File: config.mk
export PLATFORM = sky130hd
export DESIGN_NAME = utc_date_to_epoch_seconds
export DESIGN_NICKNAME = d
export VERILOG_FILES = /design/src/hw/rtl/udte_pkg.sv /design/src/hw/rtl/udte_fifo.sv /design/src/hw/rtl/udte_front.sv /design/src/hw/rtl/udte_back.sv /design/src/hw/rtl/utc_date_to_epoch_seconds.sv
export SDC_FILE = /design/constraint.sdc
export NUM_CORES = 2
export LEC_CHECK = 0
export BUFFER_PORTS_ARGS = -buffer_cell sky130_fd_sc_hd__buf_4
export CAP_MARGIN = 20
export CORE_MARGIN = 1.5
export CORE_UTILIZATION = 46
export CTS_BUF_LIST = sky130_fd_sc_hd__clkbuf_16
export CTS_CLUSTER_DIAMETER = 120
export DETAILED_ROUTE_END_ITERATION = 8
export PLACE_DENSITY = 0.65
export SETUP_SLACK_MARGIN = 0.1
export SYNTH_ARGS = -nofsm -noshare
export SYNTH_HDL_FRONTEND = slang
export SYNTH_HIERARCHICAL = 1
export SYNTH_SLANG_ARGS = --single-unit
File: constraint.sdc
create_clock -name clk_i -period 5.7 [get_ports clk_i]
set_input_delay 0.57 -clock clk_i [delete_from_list [all_inputs] [get_ports clk_i]]
set_output_delay 0.57 -clock clk_i [all_outputs]
set_load 0.01 [all_outputs]
File: src/hw/rtl/udte_pkg.sv
// ----------------------------------------------------------------------------
// udte_pkg: shared types and constants for the utc date to epoch converter
// Payload structs for both channels and the front to back queue, calendar
// constants and the cumulative month table.
// ----------------------------------------------------------------------------
package udte_pkg;

  // input item: broken-down utc time, all fields two's complement
  typedef struct packed {
    logic signed [15:0] years_since_1900;
    logic signed [15:0] month_index;
    logic signed [15:0] day_of_month;
    logic signed [15:0] hour_of_day;
    logic signed [15:0] minute_of_hour;
    logic signed [15:0] second_of_minute;
  } udte_in_t;

  // result item
  typedef struct packed {
    logic [34:0] epoch_seconds;
    logic        conversion_error;
  } udte_out_t;

  // item handed from the front part to the back part
  typedef struct packed {
    logic signed [17:0] days;
    logic signed [15:0] hour;
    logic signed [15:0] minute;
    logic signed [15:0] second;
    logic               err;
  } udte_mid_t;

  // accepted year window (years since 1900), 1969..2039
  localparam int YearLo           = 69;
  localparam int YearHi           = 139;
  // 1970 - 1900
  localparam int EpochOff         = 70;
  localparam int LeapsBeforeEpoch = 17;
  localparam int DaysInYear       = 365;
  localparam int HoursPerDay      = 24;
  localparam int MinsPerHour      = 60;
  localparam int SecsPerMin       = 60;
  localparam int Max31            = 2147483647;

  // floor(x / 3) for x in -8192..8191: bias by 3*2731 to make it positive,
  // then multiply by ceil(2^16 / 3) and keep the upper bits
  localparam int DivBias          = 8193;
  localparam int DivOff           = 2731;
  localparam int Recip3           = 21846;

  // day of year before the first of the month, minus one
  function automatic logic signed [9:0] month_start(input logic [3:0] mon);
    logic signed [9:0] r;
    unique case (mon)
      4'd0:    r = -10'sd1;
      4'd1:    r = 10'sd30;
      4'd2:    r = 10'sd58;
      4'd3:    r = 10'sd89;
      4'd4:    r = 10'sd119;
      4'd5:    r = 10'sd150;
      4'd6:    r = 10'sd180;
      4'd7:    r = 10'sd211;
      4'd8:    r = 10'sd242;
      4'd9:    r = 10'sd272;
      4'd10:   r = 10'sd303;
      4'd11:   r = 10'sd333;
      default: r = 10'sd364;
    endcase
    return r;
  endfunction

endpackage

File: src/hw/rtl/udte_fifo.sv
// ----------------------------------------------------------------------------
// udte_fifo: small flip-flop queue
// Holds items between the converter parts; reports its fill level so the
// producer side can count credits instead of looking at a full flag.
// ----------------------------------------------------------------------------
module udte_fifo #(
  parameter type item_t = logic,
  parameter int  Depth  = 4
) (
  input  logic                       clk_i,
  input  logic                       rst_ni,
  input  logic                       push_i,
  input  item_t                      item_i,
  input  logic                       pop_i,
  output item_t                      item_o,
  output logic [$clog2(Depth+1)-1:0] count_o,
  output logic                       empty_o
);

  localparam int PtrW = $clog2(Depth);
  localparam int CntW = $clog2(Depth + 1);

  item_t            mem_q [Depth];
  logic [PtrW-1:0]  wr_ptr_q, wr_ptr_d;
  logic [PtrW-1:0]  rd_ptr_q, rd_ptr_d;
  logic [CntW-1:0]  count_q, count_d;

  // pointer wrap and fill level
  always_comb begin
    wr_ptr_d = wr_ptr_q;
    rd_ptr_d = rd_ptr_q;
    if (push_i) begin
      wr_ptr_d = (wr_ptr_q == PtrW'(Depth - 1)) ? '0 : wr_ptr_q + 1'b1;
    end
    if (pop_i) begin
      rd_ptr_d = (rd_ptr_q == PtrW'(Depth - 1)) ? '0 : rd_ptr_q + 1'b1;
    end
    count_d = count_q + CntW'(push_i) - CntW'(pop_i);
  end

  always_ff @(posedge clk_i or negedge rst_ni) begin
    if (!rst_ni) begin
      wr_ptr_q <= '0;
      rd_ptr_q <= '0;
      count_q  <= '0;
    end else begin
      wr_ptr_q <= wr_ptr_d;
      rd_ptr_q <= rd_ptr_d;
      count_q  <= count_d;
    end
  end

  // storage
  always_ff @(posedge clk_i) begin
    if (push_i) begin
      mem_q[wr_ptr_q] <= item_i;
    end
  end

  assign item_o  = mem_q[rd_ptr_q];
  assign count_o = count_q;
  assign empty_o = (count_q == '0);

  // credit logic upstream must never overrun the queue
  a_no_overflow: assert property (@(posedge clk_i) disable iff (!rst_ni)
    (push_i && !pop_i) |-> (count_q < CntW'(Depth)))
    else $error("queue overflow");

  // nothing is taken from an empty queue
  a_no_underflow: assert property (@(posedge clk_i) disable iff (!rst_ni)
    pop_i |-> (count_q != '0))
    else $error("queue underflow");

endmodule

File: src/hw/rtl/udte_front.sv
// ----------------------------------------------------------------------------
// udte_front: accept, fold the month into the year and build the day count
// Two register stages: the first divides the month by twelve through a
// reciprocal multiply, the second checks the year window; the day count is
// formed on the way into the queue.
// ----------------------------------------------------------------------------
module udte_front import udte_pkg::*; #(
  parameter int Depth = 4
) (
  input  logic                       clk_i,
  input  logic                       rst_ni,
  input  logic                       push_i,
  input  udte_in_t                   item_i,
  output logic                       full_o,
  input  logic [$clog2(Depth+1)-1:0] mid_cnt_i,
  output logic                       mid_push_o,
  output udte_mid_t                  mid_item_o
);

  localparam int CntW = $clog2(Depth + 1);

  logic              accept;
  logic [CntW:0]     credit_used;

  logic              s1_v_q;
  udte_in_t          s1_item_q;
  logic [29:0]       s1_prod_q;
  logic              s1_err_q;

  logic              s2_v_q;
  udte_in_t          s2_item_q;
  logic [7:0]        s2_fy_q;
  logic [3:0]        s2_fm_q;
  logic              s2_err_q;

  logic [14:0]       div_u;
  logic [29:0]       div_prod;
  logic              yr_bad;

  logic signed [13:0] quo;
  logic signed [15:0] quo_x;
  logic signed [15:0] fm_full;
  logic signed [16:0] fy;
  logic               fold_err;

  logic signed [17:0] fy_s;
  logic               leap_add;
  logic signed [17:0] days;

  // credits: queue entries plus items still in the two stages
  assign credit_used = (CntW+1)'(mid_cnt_i) + (CntW+1)'(s1_v_q) + (CntW+1)'(s2_v_q);
  assign full_o      = (credit_used >= (CntW+1)'(Depth));
  assign accept      = push_i & ~full_o;

  // stage 1: floor(month / 4) biased positive, times the reciprocal of 3
  always_comb begin
    div_u    = {item_i.month_index[15], item_i.month_index[15:2]} + 15'(DivBias);
    div_prod = 30'(div_u) * 30'(Recip3);
    yr_bad   = (item_i.years_since_1900 < YearLo) || (item_i.years_since_1900 > YearHi);
  end

  // stage 2: quotient, folded month and year, year window
  always_comb begin
    quo      = $signed(14'(s1_prod_q[28:16])) - 14'(DivOff);
    quo_x    = {{2{quo[13]}}, quo};
    fm_full  = s1_item_q.month_index - (quo_x <<< 3) - (quo_x <<< 2);
    fy       = 17'(s1_item_q.years_since_1900) + 17'(quo);
    fold_err = s1_err_q || (fy < YearLo) || (fy > YearHi);
  end

  // day count: years, leap days, month table, leap day after february
  always_comb begin
    fy_s     = $signed({10'd0, s2_fy_q});
    leap_add = (s2_fy_q[1:0] == 2'b00) && (s2_fm_q > 4'd1);
    days     = (fy_s - 18'(EpochOff)) * 18'(DaysInYear)
             + ((fy_s - 18'sd1) >>> 2)
             - 18'(LeapsBeforeEpoch)
             + 18'(month_start(s2_fm_q))
             + $signed({17'd0, leap_add})
             + 18'(s2_item_q.day_of_month);
  end

  // stage valids
  always_ff @(posedge clk_i or negedge rst_ni) begin
    if (!rst_ni) begin
      s1_v_q <= 1'b0;
      s2_v_q <= 1'b0;
    end else begin
      s1_v_q <= accept;
      s2_v_q <= s1_v_q;
    end
  end

  // stage payload
  always_ff @(posedge clk_i) begin
    s1_item_q <= item_i;
    s1_prod_q <= div_prod;
    s1_err_q  <= yr_bad;
    s2_item_q <= s1_item_q;
    s2_fy_q   <= fy[7:0];
    s2_fm_q   <= fm_full[3:0];
    s2_err_q  <= fold_err;
  end

  assign mid_push_o        = s2_v_q;
  assign mid_item_o.days   = days;
  assign mid_item_o.hour   = s2_item_q.hour_of_day;
  assign mid_item_o.minute = s2_item_q.minute_of_hour;
  assign mid_item_o.second = s2_item_q.second_of_minute;
  assign mid_item_o.err    = s2_err_q;

  // items in flight never exceed the queue room
  a_credit_bound: assert property (@(posedge clk_i) disable iff (!rst_ni)
    credit_used <= (CntW+1)'(Depth))
    else $error("front credit count exceeds queue depth");

  // a valid fold leaves the month in range
  a_month_folded: assert property (@(posedge clk_i) disable iff (!rst_ni)
    (s2_v_q && !s2_err_q) |-> (s2_fm_q < 4'd12))
    else $error("folded month out of range");

endmodule

File: src/hw/rtl/udte_back.sv
// ----------------------------------------------------------------------------
// udte_back: days to seconds with negative and limit checks
// Pulls day counts from the queue when the output side has room, scales by
// hours, minutes and seconds over three multiply steps and flags errors.
// ----------------------------------------------------------------------------
module udte_back import udte_pkg::*; #(
  parameter int Depth = 4
) (
  input  logic                       clk_i,
  input  logic                       rst_ni,
  input  logic                       cfg_we_i,
  input  logic                       cfg_wdata_i,
  input  logic                       mid_empty_i,
  input  udte_mid_t                  mid_item_i,
  output logic                       mid_pop_o,
  input  logic [$clog2(Depth+1)-1:0] out_cnt_i,
  output logic                       out_push_o,
  output udte_out_t                  out_item_o
);

  localparam int CntW = $clog2(Depth + 1);

  logic               limit_q;
  logic [CntW:0]      credit_used;

  logic               b1_v_q;
  logic signed [21:0] b1_tot_q;
  logic signed [15:0] b1_min_q;
  logic signed [15:0] b1_sec_q;
  logic               b1_err_q;

  logic               b2_v_q;
  logic signed [27:0] b2_tot_q;
  logic signed [15:0] b2_sec_q;
  logic               b2_err_q;

  logic signed [21:0] tot1;
  logic signed [27:0] tot2;
  logic signed [33:0] tot3;
  logic               err3;

  // limit register
  always_ff @(posedge clk_i or negedge rst_ni) begin
    if (!rst_ni) begin
      limit_q <= 1'b1;
    end else if (cfg_we_i) begin
      limit_q <= cfg_wdata_i;
    end
  end

  // take an item only when the output queue can absorb it
  assign credit_used = (CntW+1)'(out_cnt_i) + (CntW+1)'(b1_v_q) + (CntW+1)'(b2_v_q);
  assign mid_pop_o   = ~mid_empty_i & (credit_used < (CntW+1)'(Depth));

  // multiply steps
  always_comb begin
    tot1 = 22'(mid_item_i.days) * 22'(HoursPerDay) + 22'(mid_item_i.hour);
    tot2 = 28'(b1_tot_q) * 28'(MinsPerHour) + 28'(b1_min_q);
    tot3 = 34'(b2_tot_q) * 34'(SecsPerMin) + 34'(b2_sec_q);
    err3 = b2_err_q || (b2_tot_q < 0) || (tot3 < 0) || (limit_q && (tot3 > Max31));
  end

  // stage valids
  always_ff @(posedge clk_i or negedge rst_ni) begin
    if (!rst_ni) begin
      b1_v_q <= 1'b0;
      b2_v_q <= 1'b0;
    end else begin
      b1_v_q <= mid_pop_o;
      b2_v_q <= b1_v_q;
    end
  end

  // stage payload, errors accumulate
  always_ff @(posedge clk_i) begin
    b1_tot_q <= tot1;
    b1_min_q <= mid_item_i.minute;
    b1_sec_q <= mid_item_i.second;
    b1_err_q <= mid_item_i.err || (mid_item_i.days < 0);
    b2_tot_q <= tot2;
    b2_sec_q <= b1_sec_q;
    b2_err_q <= b1_err_q || (b1_tot_q < 0);
  end

  assign out_push_o                  = b2_v_q;
  assign out_item_o.epoch_seconds    = err3 ? '0 : {1'b0, tot3};
  assign out_item_o.conversion_error = err3;

  // with the limit on, a good result fits in 31 bits
  a_limit_held: assert property (@(posedge clk_i) disable iff (!rst_ni)
    (out_push_o && limit_q && !err3) |-> (out_item_o.epoch_seconds[34:31] == 4'd0))
    else $error("result above 31-bit limit not flagged");

endmodule

File: src/hw/rtl/utc_date_to_epoch_seconds.sv
// ----------------------------------------------------------------------------
// utc_date_to_epoch_seconds: broken-down utc time to unix epoch seconds
//
//   channel  direction  handshake                 payload
//   input    in         push / full               in_i  (udte_in_t)
//   result   out        empty / pop               out_o (udte_out_t)
//   config   in         cfg_we_i, no wait         cfg_wdata_i (31-bit limit enable)
//
// One item per cycle sustained while neither queue backs up; a result passes
// through front stages one and two, the middle queue, two back stages and
// the result queue on its way from acceptance to the output.
// The front and back parts are joined by a QueueDepth-entry queue and each
// fills its queue by credit, so either side stalls alone.
// Reset clears both queues and sets the 31-bit limit; no clearing pass.
// ----------------------------------------------------------------------------
module utc_date_to_epoch_seconds import udte_pkg::*; #(
  parameter int QueueDepth = 4
) (
  input  logic      clk_i,
  input  logic      rst_ni,
  input  logic      push,
  input  udte_in_t  in_i,
  output logic      full,
  output logic      empty,
  input  logic      pop,
  output udte_out_t out_o,
  input  logic      cfg_we_i,
  input  logic      cfg_wdata_i
);

  localparam int CntW = $clog2(QueueDepth + 1);

  logic            mid_push;
  logic            mid_pop;
  logic            mid_empty;
  logic [CntW-1:0] mid_cnt;
  udte_mid_t       mid_wr_item;
  udte_mid_t       mid_rd_item;

  logic            out_push;
  logic            out_pop;
  logic [CntW-1:0] out_cnt;
  udte_out_t       out_wr_item;

  // front: accept and fold into a day count
  udte_front #(
    .Depth (QueueDepth)
  ) u_front (
    .clk_i      (clk_i),
    .rst_ni     (rst_ni),
    .push_i     (push),
    .item_i     (in_i),
    .full_o     (full),
    .mid_cnt_i  (mid_cnt),
    .mid_push_o (mid_push),
    .mid_item_o (mid_wr_item)
  );

  // queue between front and back
  udte_fifo #(
    .item_t (udte_mid_t),
    .Depth  (QueueDepth)
  ) u_mid_fifo (
    .clk_i   (clk_i),
    .rst_ni  (rst_ni),
    .push_i  (mid_push),
    .item_i  (mid_wr_item),
    .pop_i   (mid_pop),
    .item_o  (mid_rd_item),
    .count_o (mid_cnt),
    .empty_o (mid_empty)
  );

  // back: seconds and error checks
  udte_back #(
    .Depth (QueueDepth)
  ) u_back (
    .clk_i       (clk_i),
    .rst_ni      (rst_ni),
    .cfg_we_i    (cfg_we_i),
    .cfg_wdata_i (cfg_wdata_i),
    .mid_empty_i (mid_empty),
    .mid_item_i  (mid_rd_item),
    .mid_pop_o   (mid_pop),
    .out_cnt_i   (out_cnt),
    .out_push_o  (out_push),
    .out_item_o  (out_wr_item)
  );

  // result queue
  assign out_pop = pop & ~empty;

  udte_fifo #(
    .item_t (udte_out_t),
    .Depth  (QueueDepth)
  ) u_out_fifo (
    .clk_i   (clk_i),
    .rst_ni  (rst_ni),
    .push_i  (out_push),
    .item_i  (out_wr_item),
    .pop_i   (out_pop),
    .item_o  (out_o),
    .count_o (out_cnt),
    .empty_o (empty)
  );

endmodule
==> flow_metrics.env <==
export IMPL_via_count=24788
export IMPL_maxCapViolations=0
export IMPL_antenna_found_initial=0
export IMPL_min_period_ns=6.099
export IMPL_final_max_slew_viol_count=0
export IMPL_grt_pass1_wl_um=126400
export IMPL_violations="negative setup slack"
export IMPL_final_nets=4575
export IMPL_totalWireLength_um=76670
export IMPL_wl_met2_um=36860
export IMPL_endpoint_kind="flop"
export IMPL_cts_tree="built"
export IMPL_clk_latency_ns=0.65
export IMPL_clockRootBuffer="clkbuf_16"
export IMPL_wl_per_cell_um=15.21
export IMPL_synth_simple_gate_area_share_pct=5.974
export IMPL_synthArstFlopShare_pct=2.657
export IMPL_syn_to_final_growth_pct=23.71
export IMPL_grt_pass1_vias=25412
export IMPL_clk_path_buf_depth=3
export IMPL_htreeDepth=3
export IMPL_place_area_sq_um=45870
export IMPL_grt_ovfl_total=0
export IMPL_ys_seq_area_share_pct=45.34
export IMPL_crit_required_ns=6.08
export IMPL_die_h_um=301.1
export IMPL_via_per_inst=4.918
export IMPL_synthXorXnorAreaFrac_pct=4.628
export IMPL_slew_headroom_pct=30.54
export IMPL_critical_path_arrival_ns=6.48
export IMPL_netlist_area_sq_um=40880
export IMPL_met3_wirelength_um=2487
export IMPL_clock_skew_final_ns=0.04564
export IMPL_die_w_um=301.1
export IMPL_synthCells=3245
export IMPL_hold_path_class="primary input to flop"
export IMPL_crit_slowest_cell="fa_1"
export IMPL_clk_pin_slew_ns=0.06
export IMPL_syn_area_per_cell_sq_um=12.60
export IMPL_die_area_sq_um=90670
export IMPL_ant_nets=0
export IMPL_first_pass_iters=7
export IMPL_final_common_cell="inv_1"
export IMPL_crit_type="flop to flop"
export IMPL_hpwl_um=56000
export IMPL_drive_gt1_share_pct=26.12
export IMPL_synth_cell_type_count=92
export IMPL_status="finished, violations left"
export IMPL_num_io_pins=140
export IMPL_met1_length_um=35520
export IMPL_cpPeakStageDelay_ns=0.49
export IMPL_clock_sinks=715
export IMPL_setup_ws_ns=-0.3989
export IMPL_start_util_pct=46.33
export IMPL_grt_total_usage_pct=17.25
export IMPL_mostFrequentLayoutCells="inv_1 (511), buf_4 (483), edfxtp_1 (412)"
export IMPL_dpl_cell_count=4795
export IMPL_fp_coreArea_sq_um=88240
export IMPL_final_area_sq_um=50570
export IMPL_worst_slew_pin_transition_ns=1.040
export IMPL_ys_dominant_reg_cell="edfxtp_1"
export IMPL_numCtsBuffers=75
export IMPL_grt_setup_unrepaired="yes"
export IMPL_hold_violations=0
export IMPL_synth_edf_count=412
export IMPL_synth_compound_area_share_pct=7.373
export IMPL_crit_buf_inv=5
export IMPL_drc=0
export IMPL_synthAdderAreaFrac_pct=24.31
export IMPL_place_gp_congestion=0.8790
export IMPL_grt_max_degree=54
export IMPL_num_rows=109
export IMPL_final_setup_viol_count=147
export IMPL_numPortBuffers=139
export IMPL_stdcell_count=5040
export IMPL_n_antenna_cell=0
export IMPL_worst_setup_path_start_kind="flop"
export IMPL_crit_path_max_fanout=7
export IMPL_cp_top_family="adder cells"
export IMPL_fmax_ghz=0.1640
export IMPL_post_route_period_util_pct=107.0
export IMPL_top_layer_used="met4"
export IMPL_ys_warn_count=6
export IMPL_synth_seq_cells=715
export IMPL_synthMuxAreaShare_pct=5.971
export IMPL_synth_top_family_by_area="adder cells"
export IMPL_first_iter_violations=1209
area by class of cell:
| class | count | area, sq um |
|---|---|---|
| Clock inverter | 61 | 476.7 |
| Timing Repair Buffer | 583 | 4747 |
| Clock buffer | 75 | 1877 |
| Multi-Input combinational cell | 1924 | 21480 |
| Fill cell | 7157 | 37660 |
| Tap cell | 1165 | 1458 |
| Sequential cell | 715 | 18590 |
| Inverter | 517 | 1952 |
per-layer routing:
layer | vias to the layer above | GRT usage [%]
met5 | - | 0
met4 | 0 | 4.846
met3 | 112 | 2.529
met2 | 321 | 28.80
met1 | 11956 | 23.46
li1 | 12399 | -
cell usage after synthesis (5+ instances only):
cell type	number	share of area (%)
inv_1	517	4.7
ha_1	428	13
edfxtp_1	412	30
dfxtp_1	284	14
fa_1	229	11
xnor2_1	147	3.1
a21oi_1	131	1.6
nor2_1	115	1.1
mux4_2	103	5.7
o21ai_0	88	1.1
nor3_1	85	1.0
nand2_1	80	0.73
xor2_1	69	1.5
buf_4	60	1.1
a21o_1	58	1.1
nand3_1	49	0.60
o21a_1	38	0.70
nor2b_1	24	0.37
nand2b_1	23	0.35
and3_1	20	0.31
a211oi_1	18	0.33
dfrtp_1	18	1.1
o21bai_1	17	0.31
or3_1	17	0.26
and2_1	16	0.24
a31oi_1	15	0.23
nand4_1	12	0.18
buf_2	11	0.13
or2_2	11	0.17
clkbuf_1	10	0.092
nor4_1	9	0.14
o211ai_1	9	0.17
o31ai_1	8	0.15
mux2_2	6	0.17
a21boi_0	5	0.092
buf_6	5	0.14
nor3b_1	5	0.092
path summary, 6_finish.rpt:
path | from | to | slack, ns | cells past startpoint
max | u_back/b2_tot_q[5] | u_out_fifo/mem_q[0][16] | -0.40 | 27
min | in_i[3] | u_front/s1_item_q[3] | 0.04 | 1
max reg2reg | u_back/b2_tot_q[5] | u_out_fifo/mem_q[0][16] | -0.40 | 27
min reg2reg | u_front/s1_item_q[0] | u_front/mid_item_o[1] | 0.32 | 0
max in group asynchronous | rst_ni | u_back/limit_q | 5.05 | 2
min in group asynchronous | rst_ni | u_out_fifo/wr_ptr_q[0] | 0.36 | 2
cells by family (layout without fill, tap and decap cells):
kind of cell    after synthesis  after routing
compound gates              454            454
xor+xnor                    216            216
fa+ha+maj                   657            657
buf+inv                     607           1236
flops                       715            715
mux                         114            114
other cells                   1              2
simple gates                481            481
worst register-to-register path: stages (launching register included):
cell and delay (ns):
dfxtp_4 0.37, ha_4 0.24, fa_1 0.48, inv_1 0.05
fa_1 0.49, inv_2 0.05, ha_4 0.22, buf_4 0.13
nor2b_2 0.16, or3_4 0.32, or2_2 0.29, a21oi_2 0.16
o21bai_1 0.07, a21oi_1 0.16, xnor2_1 0.09, ha_1 0.30
nand4_1 0.21, nor2_1 0.23, nand4_1 0.16, o21bai_4 0.22
a21oi_4 0.17, a31oi_4 0.11, a21oi_2 0.19, xnor2_2 0.16
mux2i_4 0.37, buf_6 0.22, buf_4 0.16, nor3_4 0.05
flip-flops by register name, summed over array words and instances (netlist names), 2 cells and up, named ones only:
signal               count
u_out_fifo/mem_q       144
u_mid_fifo/wr_ptr_q      2
u_front/mid_item_o      48
u_front/s2_item_q       16
u_front/s2_fm_q          3
u_back/b1_tot_q         22
u_front/s2_fy_q          8
u_back/b1_sec_q         16
u_out_fifo/wr_ptr_q      2
u_mid_fifo/mem_q       268
u_out_fifo/count_o       3
u_back/b2_sec_q         16
u_mid_fifo/count_o       3
u_back/b1_min_q         16
u_back/b2_tot_q         28
u_front/s1_item_q       84
u_front/s1_prod_q       13
u_mid_fifo/rd_ptr_q      2
u_out_fifo/rd_ptr_q      2
what timing repair did:
item,4_1_cts,5_1_grt
cloned,2,2
setup buffers,15,29
setup endpoints to repair,160,183
hold buffers,73,0
hold endpoints to repair,90,0
pin swaps,66,113
gates resized for setup,93,161
through the flow:
| step | hold WS, ns | TNS, ns | utilization (%) | worst slack [ns] |
|---|---|---|---|---|
| floorplan | 0.2744 | -25.77 | - | -0.2139 |
| finish | 0.04386 | -49.89 | 57.32 | -0.3989 |
| global placement | 0.3097 | -64.39 | 51.98 | -0.5167 |
| detailed placement | 0.3121 | -76.37 | 51.98 | -0.6042 |
| CTS | 0.0003562 | -54.62 | 56.16 | -0.4375 |
| global route | 0.01345 | -90.09 | 57.32 | -0.7172 |
Power is left out: the tool's default activity adds up to more than one toggle a clock period on the data nets, which glitch-free logic cannot reach.
